## config.mk

```make
export PLATFORM = sky130hd
export DESIGN_NAME = msr_front
export DESIGN_NICKNAME = d
export VERILOG_FILES = /design/src/rtl/msr_pkg.sv /design/src/rtl/msr_front.sv
export SDC_FILE = /design/constraint.sdc
export NUM_CORES = 1
export LEC_CHECK = 0
export ABC_AREA = 1
export BUFFER_PORTS_ARGS = -buffer_cell sky130_fd_sc_hd__buf_4
export CORE_ASPECT_RATIO = 1.5
export CORE_MARGIN = 2
export CORE_UTILIZATION = 55
export CTS_BUF_LIST = sky130_fd_sc_hd__clkbuf_8
export CTS_CLUSTER_DIAMETER = 50
export DETAILED_ROUTE_END_ITERATION = 12
export PLACE_DENSITY = 0.89
export SYNTH_ARGS = -nofsm -noshare
export SYNTH_HDL_FRONTEND = slang
export SYNTH_SLANG_ARGS = --single-unit
```

## constraint.sdc

```tcl
create_clock -name clk -period 19.8 [get_ports clk]
set_clock_uncertainty 0.05 [all_clocks]
set_input_delay 1.98 -clock clk [delete_from_list [all_inputs] [get_ports clk]]
set_output_delay 1.98 -clock clk [all_outputs]
set_load 0.01 [all_outputs]
```

## src/rtl/msr_pkg.sv

```systemverilog
// package: types, constants and register indexes for the slot reservation block
package msr_pkg;

  localparam int DEF_MAX_SLOTS = 32;

  typedef enum logic [2:0] {
    REG_TIMING_ENABLE   = 3'd0,
    REG_FE_SLOT_COUNT   = 3'd1,
    REG_CP_SLOT_COUNT   = 3'd2,
    REG_SUB_DEPTH_LIMIT = 3'd3,
    REG_CP_DEPTH_LIMIT  = 3'd4,
    REG_FE_SERVICE_TIME = 3'd5,
    REG_CP_SERVICE_TIME = 3'd6
  } reg_index_t;

  typedef struct packed {
    logic        cmd;
    logic [63:0] arrival_time;
  } in_item_t;

  typedef struct packed {
    logic [63:0] done_time;
    logic [63:0] wait_time;
    logic [5:0]  busy_slots;
    logic        over_depth_hit;
    logic [63:0] served_so_far;
    logic [63:0] wait_sum;
    logic [63:0] wait_peak;
    logic [63:0] service_sum;
    logic [31:0] service_peak;
    logic [5:0]  busy_peak;
    logic [63:0] over_depth_so_far;
  } out_item_t;

  // classified request handed from front to back
  typedef struct packed {
    logic        pool;
    logic        enable;
    logic [63:0] arrival;
    logic [6:0]  slots;
    logic [15:0] limit;
    logic [31:0] service;
  } job_t;

  typedef enum logic [2:0] {
    ST_IDLE,
    ST_SCAN,
    ST_RESERVE,
    ST_STATS,
    ST_OUT
  } state_t;

endpackage

```

## src/rtl/msr_front.sv

```systemverilog
// front: configuration registers, request classification and job queue
module msr_front #(
  parameter int MAX_SLOTS = msr_pkg::DEF_MAX_SLOTS
) (
  input  logic              clk,
  input  logic              rst,
  input  logic              cfg_we,
  input  logic [2:0]        cfg_index,
  input  logic [31:0]       cfg_data,
  input  logic              push,
  output logic              full,
  input  msr_pkg::in_item_t in_item,
  output logic              job_valid,
  input  logic              job_take,
  output msr_pkg::job_t     job
);
  import msr_pkg::*;

  logic        timing_enable;
  logic [5:0]  fe_count, cp_count;
  logic [15:0] sub_limit, cp_limit;
  logic [31:0] fe_service, cp_service;

  // configuration writes
  always_ff @(posedge clk) begin
    if (rst) begin
      timing_enable <= 1'b1;
      fe_count      <= 6'd3;
      cp_count      <= 6'd3;
      sub_limit     <= 16'd1024;
      cp_limit      <= 16'd1024;
      fe_service    <= 32'd5000;
      cp_service    <= 32'd4000;
    end else if (cfg_we) begin
      unique case (cfg_index)
        REG_TIMING_ENABLE:   timing_enable <= cfg_data[0];
        REG_FE_SLOT_COUNT:   fe_count      <= cfg_data[5:0];
        REG_CP_SLOT_COUNT:   cp_count      <= cfg_data[5:0];
        REG_SUB_DEPTH_LIMIT: sub_limit     <= cfg_data[15:0];
        REG_CP_DEPTH_LIMIT:  cp_limit      <= cfg_data[15:0];
        REG_FE_SERVICE_TIME: fe_service    <= cfg_data;
        REG_CP_SERVICE_TIME: cp_service    <= cfg_data;
        default: ;
      endcase
    end
  end

  // classify: clamp the slot count and select the pool's settings
  job_t        job_in;
  logic [5:0]  raw_count;
  always_comb begin
    raw_count = in_item.cmd ? cp_count : fe_count;
    job_in.pool    = in_item.cmd;
    job_in.enable  = timing_enable;
    job_in.arrival = in_item.arrival_time;
    if (raw_count == 6'd0) job_in.slots = 7'd1;
    else if ({1'b0, raw_count} > 7'(MAX_SLOTS)) job_in.slots = 7'(MAX_SLOTS);
    else job_in.slots = {1'b0, raw_count};
    job_in.limit   = in_item.cmd ? cp_limit : sub_limit;
    job_in.service = in_item.cmd ? cp_service : fe_service;
  end

  // two-entry job queue
  job_t       q [2];
  logic       wp, rp;
  logic [1:0] cnt;
  assign full      = cnt == 2'd2;
  assign job_valid = cnt != 2'd0;
  assign job       = q[rp];

  always_ff @(posedge clk) begin
    if (push && !full) q[wp] <= job_in;
  end

  always_ff @(posedge clk) begin
    if (rst) begin
      wp <= 1'b0; rp <= 1'b0; cnt <= 2'd0;
    end else begin
      if (push && !full) wp <= ~wp;
      if (job_take && job_valid) rp <= ~rp;
      cnt <= cnt + 2'(push && !full) - 2'(job_take && job_valid);
    end
  end
endmodule

```

==> results of run 1 <==
registers in the layout, indices dropped and copies added (netlist names), named ones only:
register       cells
cp_service        32
cnt                2
sub_limit         16
fe_count           6
q                240
cp_limit          16
timing_enable      1
rp                 1
fe_service        32
cp_count           6
wp                 1
cells in the final DEF (no fill, tap or decap), drive strengths merged:
cell type  synthesis  final
nor2             161    161
a21oi             25     25
edfxtp           240    240
buf               34    231
o211ai             1      1
xnor2              1      1
dfxtp            114    114
nand4              1      1
o21ai            112    112
clkinvlp           0      1
ha                 2      2
o21a               1      1
clkbuf            20     52
clkinv             0     14
inv               34     53
or2                1      1
nor3               2      2
nand3             20     20
mux2             120    120
conb               1      1
nand2            165    165
synth_stat cells:
library cell	n	area (um2)
o211ai_1	1	7.51
inv_2	2	7.51
mux2_2	120	1350
o21ai_1	6	30.0
nand3_1	20	100
clkbuf_1	19	71.3
nand4_1	1	6.26
nand2_1	164	616
dfxtp_1	114	2280
buf_4	1	7.51
inv_1	32	120
nor3_4	2	32.5
xnor2_1	1	8.76
nand2_2	1	6.26
buf_6	4	45.0
o21ai_0	106	531
clkbuf_2	1	5.00
nor2_1	158	593
nor2_2	1	6.26
or2_2	1	6.26
conb_1	1	3.75
ha_1	2	25.0
buf_2	26	130
buf_1	3	11.3
o21a_1	1	7.51
nor2_4	2	22.5
a21oi_1	25	125
edfxtp_1	240	7210
routing by layer:
metal	global-route usage	vias up	share of wire
li1	-	4110	-
met1	0.255	4188	0.38
met2	0.369	358	0.50
met3	0.0477	78	0.066
met4	0.131	0	0.053
met5	0	-	0
power breakdown:
group	total, mW	switching, mW	internal (mW)
logic	0.399	0.203	0.196
clock network	0.494	0.252	0.242
registers	0.923	0.0311	0.892
total	1.82	0.486	1.33
logic make-up after synthesis:
group,share of synthesized area
and+or+nand+nor,0.104
muxes,0.101
xor gates and xnor gates,0.000655
other,0.000281
AOI/OAI and AO/OA,0.0524
adders and majority gates,0.00187
buffers and inverters,0.0298
DFF,0.710
critical path, delay by kind of cell, from the launching register on:
kind | cells | cell delay, ns
mux | 1 | 0.45
buf+inv | 2 | 1.06
flops | 1 | 0.68
path summary, 6_finish.rpt:
check / from / endpoint / slack [ns] / cells after the start
worst max register to register: cnt[0] / q[0][96] / 16.54 / 3
worst min-delay path: sub_limit[2] / sub_limit[2] / 0.40 / 2
worst min register to register: sub_limit[2] / sub_limit[2] / 0.40 / 2
worst max-delay path: register / job[37] / 14.86 / 3
per-stage QoR:
stage	power [mW]	worst slack [ns]	hold WS, ns
after floorplan	1.16	11.98	0.374
after global placement	1.33	14.94	0.377
after detailed placement	1.34	14.87	0.387
after CTS	1.83	14.84	0.400
after global routing	1.89	14.75	0.430
final	1.82	14.86	0.398
final cells by class:
type	instances	area, um2
clock buffers	52	716
clock inverters	34	143
fillers	1694	7720
inverters	34	128
multi-input cells	613	3490
flip-flops and latches	354	9490
well taps	319	399
repair buffers	231	1730
==> results.md, run 1 <==
* Gr ovfl total at 0
* Die ar. at 25600 um2
* Synthesized area per cell at 12.7 um2
* Fraction of the yosys area taken by sequential cells at 0.710
* Final hold violation count at 0
* Initial antenna violation count at 0
* Critical Path Source Type: register
* Gate Count Post-Synth at 1055
* CTS tree: done
* Placed Cells incl. Taps at 1551
* Final Slew Violations at 0
* Rel. slew slack at 0.197
* WS Path Type: register to output pin
* CP Capture Type: output pin
* Die Ht at 195 um
* Core ar. at 23800 um2
* CP Cell Sequence: buf_4 -> mux2_2 -> buf_4
* Max-cap viol count at 0
* Post-DP HPWL at 17800 um
* Worst EP required at 17.77 ns
* Slowest Stage Delay on Critical Path at 0.91 ns
* RSZ-0062 raised after global routing: false
* DRT antenna net count at 0
* Post-layout util at 0.676
* Residual DRC at 0
* First-iteration detailed-routing DRC count at 687
* Nets@finish at 1388
* IO Count at 228
* Final std cells w/o fill at 1637
* Input/output buffers at 226
* Post-cts hold buffer count at 0
* PostCTS Resize Cnt at 0
* Inserted Diodes at 0
* Setup violators final at 0
* Via count at 8734
* Vias in the first global route at 8575
* Cell Rows at 69
* Routed len/inst at 17.5 um
* Worst Tran Pin Value at 1.20 ns
* Critical Path Slowest Stage Cell: buf_4
* Hold Path Class: register to register
* Share of layout cells above drive strength 1 at 0.321
* Outcome: finished clean
* IR drop worst, VDD at 73.2 uV
* Initial DRT Pass Iterations at 6
* Post-CTS setup buffers at 0
* First-pass GRT wire length at 43800 um
* Largest net degree at the start of global routing at 113
* Unique masters post-synth at 28
* Arrival @ worst endpoint at 2.91 ns
* Worst skew pair latency at 0.57 ns
* CTS max path bufs at 3
* Final Instance Area at 16100 um2
* GP Congestion at 0.828
* Overall global routing resource usage at 0.218
* Yosys reg bits at 354
* Mapped Nets at 1162
* Max Clock Freq at 202 MHz
* P_leak at 6.45 nW
* Final setup TNS at 0 ns
* TritonCTS Buffers at 47
* Sink Count at 354
* Mapped Area at 13400 um2
* Initial Util at 0.561
* H-tree lvl count at 2
* Synthesis-to-layout area growth at 20.5%
* Die width at 131 um
* CTS Root Cell: clkbuf_8
* DRT Wirelength at 28700 um
* Yosys Warn Count at 0
* Clock slew at reported path FFs at 0.06 ns
* Pwr/cell area at 113 nW/um2
* Crit-path max FO at 82
* Vias per std cell at 5.34
* Tcrit/Tclk final at 0.250
* Crit-path most repeated cell: buf_4
* Fin crit period at 4.94 ns
* Post-DP Area at 15200 um2
No activity file was read; power rests on OpenSTA's default activity.
==> inputs of run 2 (changes only) <==
--- a/config.mk
+++ b/config.mk
@@ -9,7 +9,7 @@
 export BUFFER_PORTS_ARGS = -buffer_cell sky130_fd_sc_hd__buf_4
 export CORE_ASPECT_RATIO = 1.5
 export CORE_MARGIN = 2
-export CORE_UTILIZATION = 55
+export CORE_UTILIZATION = 52
 export CTS_BUF_LIST = sky130_fd_sc_hd__clkbuf_8
 export CTS_CLUSTER_DIAMETER = 50
 export DETAILED_ROUTE_END_ITERATION = 12
==> constraint.sdc (replaced) <==
create_clock -name clk -period 4 [get_ports clk]
set_clock_uncertainty 0.05 [all_clocks]
set_input_delay 0.4 -clock clk [delete_from_list [all_inputs] [get_ports clk]]
set_output_delay 0.4 -clock clk [all_outputs]
set_load 0.01 [all_outputs]
==> run 2 against run 1 <==
- via count up 2.8%
- sequential cell count unchanged
- critical path depth unchanged
- utilization up 0.71 points
- worst setup slack worse by 14 ns
- non-clock buffer count up 84
- count of clock-buffer cells in the layout up 9
- sequential power rose to 5.0 times the previous value
==> results.md, run 2 (synthesized netlist as in run 1, its figures left out) <==
* Outcome: finished clean
* Max Clock Freq at 337 MHz
* CTS tree: done
* Core ar. at 25100 um2 (+5.5%)
* Fillers at 1695 (+0.059%)
* Register-to-register setup slack at 1.75 ns (-14.79 ns)
* Hold slack at 0.0459 ns (-0.352 ns)
* Switching part of the total power at 0.266 (-0.00204)
* Setup WS pre-CTS at 1.39 ns (-13.48 ns)
* GR Util met2 at 0.378 (+0.00843)
* Pwr/cell area at 553 nW/um2 (+390%)
* Routed len/inst at 17.3 um (-1.3%)
* First-pass GRT wire length at 46600 um (+6.2%)
* Largest net degree at the start of global routing at 121 (+7.1%)
* Final hold violation count at 0 (unchanged)
* Initial Util at 0.532 (-0.0293)
* RSZ-0062 raised after global routing: false
* Worst EP required at 3.55 ns (-14.22 ns)
* Placed Cells incl. Taps at 1561 (+0.64%)
* Gr ovfl total at 0 (unchanged)
* Sequential Area at 9490 um2 (unchanged)
* Area of the multi-input gates at 3490 um2 (unchanged)
* IR drop worst, VDD at 369 uV (+400%)
* Clock slew at reported path FFs at 0.07 ns (about the same)
* Input/output buffers at 226 (unchanged)
* Setup ws final at 1.03 ns (-13.83 ns)
* DRT Wirelength at 30000 um (+4.7%)
* Nets@finish at 1474 (+6.2%)
* Tot Pwr at 9.50 mW (+420%)
* NetSw at 2.52 mW (+420%)
* Via count at 8975 (+2.8%)
* Overall global routing resource usage at 0.221 (+0.00234)
* Post-DP HPWL at 17500 um (-1.7%)
* CTS Root Cell: clkbuf_8
* Final std cells w/o fill at 1736 (+6.0%)
* Sink Count at 354 (unchanged)
* GP Congestion at 0.826 (-0.22%)
* Cell Rows at 71 (+2.9%)
* Residual DRC at 0 (unchanged)
* IO Count at 228 (unchanged)
* Max-cap viol count at 0 (unchanged)
* Fin crit period at 2.97 ns
* Worst skew pair latency at 0.59 ns (+0.02 ns)
* Setup violators final at 0 (unchanged)
* Sequential power share at 0.484 (-0.024)
* Crit-path max FO at 58 (-29%)
* GR Util met3 at 0.0405 (-0.00723)
* Die width at 135 um (+2.8%)
* P_leak at 6.88 nW (+6.6%)
* Initial DRT Pass Iterations at 4 (-2)
* Worst Tran Pin Value at 1.13 ns (-0.0780 ns)
* WS Path Type: register to output pin
* Vias in the first global route at 9104 (+6.2%)
* Arrival @ worst endpoint at 2.52 ns (-0.39 ns)
* DRT antenna net count at 0 (unchanged)
* TritonCTS Buffers at 49 (+4.3%)
* Share of layout cells above drive strength 1 at 0.310 (-0.0106)
* Most common cell after layout, fill and taps aside: edfxtp_1
* CTS max path bufs at 3 (unchanged)
* CP Capture Type: output pin
* Hold Path Class: input port to register
* Clock share of power at 0.300 (+0.028)
* H-tree lvl count at 2 (unchanged)
* Max reg flops at 240 (unchanged)
* Regs by FF count: q x240, cp_service x32, fe_service x32
* Final Slew Violations at 0 (unchanged)
* Final Instance Area at 17200 um2 (+6.6%)
* Final setup TNS at 0 ns (unchanged)
* Synthesis-to-layout area growth at 28.5%
* First-iteration detailed-routing DRC count at 818 (+19%)
* Most frequent cells in the layout: edfxtp_1, buf_4, nand2_1
* Post-layout util at 0.683 (+0.00707)
* Most flops, register: q
* Tcrit/Tclk final at 0.742
* Inserted Diodes at 0 (unchanged)
* Die Ht at 200 um (+2.8%)
* Combinational power share at 0.216 (-0.004)
* Met1 Usage GRT at 0.259 (+0.00369)
* Critical Path Source Type: register
* Vias per std cell at 5.17 (-3.1%)
* Initial antenna violation count at 0 (unchanged)
* Die ar. at 27000 um2 (+5.6%)
* Rel. slew slack at 0.249 (+0.0520)
* Post-DP Area at 15300 um2 (+0.37%)
* P_int at 6.98 mW (+420%)
* GRT busiest layer: met2
## run 2: cell types whose count changed in the layout (fill, tap and decap cells not counted), sizes merged
cell	before	now
clkbuf	52	61
inv	53	48
bufinv	0	2
buf	231	232
dlygate4sd3	0	83
## run 2: path summary, 6_finish.rpt
kind,startpoint,endpoint,cells past startpoint
max reg2reg,cnt[1],cnt[1],8
max,register,job[73],3
min,cfg_data[11],cp_limit[11],3
min reg2reg,rp,register,1
## run 2: layout make-up
class	instances	share of cell area
Clock buffer	61	0.0489
Multi-Input combinational cell	613	0.203
Sequential cell	354	0.553
Tap cell	328	0.0239
Inverter	34	0.00743
Timing Repair Buffer	315	0.152
Clock inverter	31	0.0114
## run 2: metal layers
metal | share of wire | routed length (um) | vias up
li1 | - | - | 4289
met1 | 0.38 | 11300 | 4223
met2 | 0.51 | 15300 | 368
met3 | 0.059 | 1780 | 95
met4 | 0.056 | 1680 | 0
met5 | 0 | 0 | -
## run 2: repair_timing
item	in CTS	in global routing
setup buffers	0	0
hold buffers	83	0
resized for setup	0	0
endpoints found under the hold margin	164	0
## run 2: power groups by stage
stage	Combinational, mW	Clock [mW]	Sequential (mW)
after global routing	2.20	3.07	4.63
after CTS	2.07	2.91	4.60
after detailed placement	1.99	0	4.67
after global placement	1.97	0	4.64
after floorplan	1.12	0	4.59
final	2.06	2.85	4.59
## run 2: critical path, stage by stage, from the launching register on
cell	delay, ns
dfxtp_4	0.92
buf_4	0.45
mux2_2	0.39
buf_4	0.15
==> inputs of run 3 (changes only) <==
--- a/config.mk
+++ b/config.mk
@@ -5,7 +5,7 @@
 export SDC_FILE = /design/constraint.sdc
 export NUM_CORES = 1
 export LEC_CHECK = 0
-export ABC_AREA = 1
+export ABC_AREA = 0
 export BUFFER_PORTS_ARGS = -buffer_cell sky130_fd_sc_hd__buf_4
 export CORE_ASPECT_RATIO = 1.5
 export CORE_MARGIN = 2
==> constraint.sdc (replaced) <==
create_clock -name clk -period 2.43 [get_ports clk]
set_clock_uncertainty 0.05 [all_clocks]
set_input_delay 0.243 -clock clk [delete_from_list [all_inputs] [get_ports clk]]
set_output_delay 0.243 -clock clk [all_outputs]
set_load 0.01 [all_outputs]
==> run 3 against run 2 <==
- power rose by 58%
- count of clock-buffer cells in the layout fell by 9
- synthesized cell count fell by 10%
- register-to-register slack got worse by 1.2 ns
- worst setup slack got worse by 0.76 ns
- combinational power rose by 66%
- first-iteration DRC count fell by 38%
- cell area rose by 1.7%
- worst hold slack improved by 0.021 ns
- critical path type unchanged
- highest routed layer unchanged
==> results.md, run 3 <==
* Max-cap viol count at 0 (unchanged)
* CTS tree: done
* Most flops, register: q
* CP Cell Sequence: buf_12 -> mux2_2 -> buf_4
* Most common cell in the netlist: edfxtp_1
* Via count at 8818 (-1.7%)
* H-tree lvl count at 2 (unchanged)
* Synthesis-to-layout area growth at 28.6%
* Die ar. at 27400 um2 (+1.5%)
* Setup violators final at 0 (unchanged)
* Commonest cells in the netlist: edfxtp_1, nand2_1, mux2_2, dfxtp_1, a21oi_1
* RSZ-0062 raised after global routing: false
* IO Count at 228 (unchanged)
* Vias per std cell at 5.35 (+3.4%)
* WS Path Type: register to output pin
* Crit-path max FO at 61 (+5.2%)
* Die width at 136 um (+0.74%)
* Mapped Area at 13600 um2 (+1.5%)
* Outcome: finished clean
* Final Slew Violations at 0 (unchanged)
* Yosys reg bits at 354 (unchanged)
* Tot Pwr at 15.0 mW (+58%)
* Most common cell after layout, fill and taps aside: edfxtp_1
* P_leak at 6.52 nW (-5.2%)
* Regs by FF count: q x240, cp_service x32, fe_service x32
* Worst hold path depth at 4 (+1)
* Critical Path Slowest Stage Cell: mux2_2
* Sequential Area at 9500 um2 (about the same)
* Final hold violation count at 0 (unchanged)
* Residual DRC at 0 (unchanged)
* Hold Path Class: input port to register
* Post-cts hold buffer count at 97 (+17%)
* Rel. slew slack at 0.533 (+0.284)
* Core ar. at 25800 um2 (+2.5%)
* Hold slack at 0.0670 ns (+0.0211 ns)
* Tcrit/Tclk final at 0.889
* CTS Root Cell: clkbuf_8
* Ys flop type: edfxtp_1
* Reg-to-Reg End: q[0][60]
* Leading area contributor after synthesis: edfxtp_1
* Largest net degree at the start of global routing at 69 (-43%)
* Post-CTS setup buffers at 0 (unchanged)
* Initial DRT Pass Iterations at 5 (+1)
* Input/output buffers at 226 (unchanged)
* Combinational power share at 0.228 (+0.012)
* Critical register-to-register path startpoint: cnt[0]
* Die Ht at 202 um (+0.75%)
* Max reg flops at 240 (unchanged)
* Overall global routing resource usage at 0.227 (+0.00632)
* Fraction of the yosys area taken by sequential cells at 0.699 (-0.0108)
* Switching part of the total power at 0.266 (+0.000658)
* Worst Tran Pin Value at 0.701 ns (-0.425 ns)
* Nets@finish at 1382 (-6.2%)
* Sequential power share at 0.481 (-0.003)
* Initial antenna violation count at 2 (+2)
* Initial Util at 0.527 (-0.00487)
* Post-DP HPWL at 18200 um (+4.2%)
* Asr flop ratio synth at 0 (unchanged)
* Crit path depth at 3 (unchanged)
* Mapped Nets at 1053 (-9.4%)
* FF-to-FF path depth at 5 (-3)
* NetSw at 4.00 mW (+58%)
* Setup ws final at 0.269 ns (-0.763 ns)
* PostCTS Resize Cnt at 0 (unchanged)
* Vias in the first global route at 9132 (+0.31%)
* Worst EP required at 2.14 ns (-1.41 ns)
* Gate Count Post-Synth at 946 (-10%)
* Setup WS pre-CTS at 0.625 ns (-0.769 ns)
* Post-synth EDFFs at 240 (unchanged)
* Sink Count at 354 (unchanged)
* DRT antenna net count at 0 (unchanged)
* Cell Rows at 72 (+1.4%)
* GP Congestion at 0.809 (-2.1%)
* Yosys Warn Count at 0 (unchanged)
* Slowest Stage Delay on Critical Path at 0.42 ns (-0.50 ns)
* Max Clock Freq at 463 MHz
* Most frequent cells in the layout: edfxtp_1, buf_4, nand2_1
* Gr ovfl total at 0 (unchanged)
* Synthesized area per cell at 14.3 um2 (+13%)
* Area of the multi-input gates at 3710 um2 (+6.1%)
* P_int at 11.0 mW (+58%)
* Arrival @ worst endpoint at 1.87 ns (-0.65 ns)
* Final std cells w/o fill at 1649 (-5.0%)
* Fin crit period at 2.16 ns
* Top post-synthesis cells by area: edfxtp_1, dfxtp_1, mux2_2
* First-iteration detailed-routing DRC count at 509 (-38%)
* Routed len/inst at 19.2 um (+11%)
* CP Capture Type: output pin
* Clock share of power at 0.290 (-0.010)
* IR drop worst, VDD at 491 uV (+33%)
* Fillers at 1739 (+2.6%)
* Final Instance Area at 17500 um2 (+1.7%)
* Critical Path Source Type: register
* Pwr/cell area at 859 nW/um2 (+55%)
* Hold Path Origin: cfg_index[2]
* First-pass GRT wire length at 48100 um (+3.3%)
* Clock slew at reported path FFs at 0.07 ns (about the same)
* Delay-heaviest family, CP: buffers and inverters
* TritonCTS Buffers at 48 (-2.0%)
* Post-DP Area at 15600 um2 (+1.7%)
* Bufs and invs on worst path at 2 (unchanged)
* CTS max path bufs at 3 (unchanged)
* Yosys top cell area share at 0.531 (-0.00820)
* Share of layout cells above drive strength 1 at 0.371 (+0.0610)
* Placed Cells incl. Taps at 1461 (-6.4%)
* DRT Wirelength at 31700 um (+5.6%)
* Worst skew pair latency at 0.59 ns (about the same)
* Unique masters post-synth at 39 (+39%)
* Register-to-register setup slack at 0.60 ns (-1.15 ns)
* Hold EP: timing_enable
run 3: changes by cell type after synthesis, sizes merged, moves of 5 or more:
cell	previous run	this run
a211o	0	5
nand3b	0	13
o21ai	112	2
nor2b	0	6
nand3	20	0
nand2	165	193
buf	34	49
mux2	120	169
clkbuf	20	11
a21oi	25	87
nor2	161	13
inv	34	4
mux2i	0	13
run 3: how the worst max path moves through the flow:
stage,slack [ns],to
after CTS,0.23,job[2]
after global placement,0.68,q[0][59]
after detailed placement,0.62,q[0][59]
after floorplan,-0.41,q[0][0]
after global routing,0.18,job[2]
final,0.27,job[2]
run 3: layout make-up:
class,instances,share of cell area
clock buffers,52,0.0410
inverters,4,0.00122
repair buffers,339,0.165
clock inverters,37,0.0120
multi-input cells,528,0.212
flip-flops and latches,354,0.544
well taps,333,0.0239
diodes,2,0.000287
run 3: cells by family (layout without fill, tap and decap cells):
group                      after synthesis  in the layout  share of synthesized area
xor gates and xnor gates                 3              3                    0.00194
adders and majority gates                2              2                    0.00184
AOI/OAI and AO/OA                       96             96                     0.0371
other                                    1              3                   0.000276
DFF                                    354            354                      0.699
buffers and inverters                   64            432                     0.0290
and+or+nand+nor                        244            244                     0.0809
muxes                                  182            182                      0.150
run 3: power groups by stage:
stage	Sequential (mW)	Clock [mW]	Combinational (mW)
2_1_floorplan	7.31	0	1.79
3_3_place_gp	7.30	0	3.23
3_5_place_dp	7.34	0	3.29
4_1_cts	7.21	4.41	3.43
5_1_grt	7.26	4.72	3.64
6_report	7.22	4.36	3.42
run 3: tightest hold or removal path, delay by kind of cell:
kind | cells | cell delay [ns]
AOI/OAI and AO/OA | 1 | 0.11
buffers and inverters | 1 | 0.14
and+or+nand+nor | 2 | 0.17
run 3: through the flow:
step | util | TNS (ns)
after global routing | 0.678 | 0
final | 0.678 | 0
after detailed placement | 0.604 | 0
after CTS | 0.677 | 0
after floorplan | - | -53.77
after global placement | 0.604 | 0
run 3: layer usage:
layer	up-vias	share of wire	wire (um)	global-route usage
met5	-	0	0	0
met3	86	0.062	1970	0.0444
met1	4305	0.37	11600	0.255
met4	0	0.042	1320	0.112
li1	4062	-	-	-
met2	365	0.53	16800	0.406
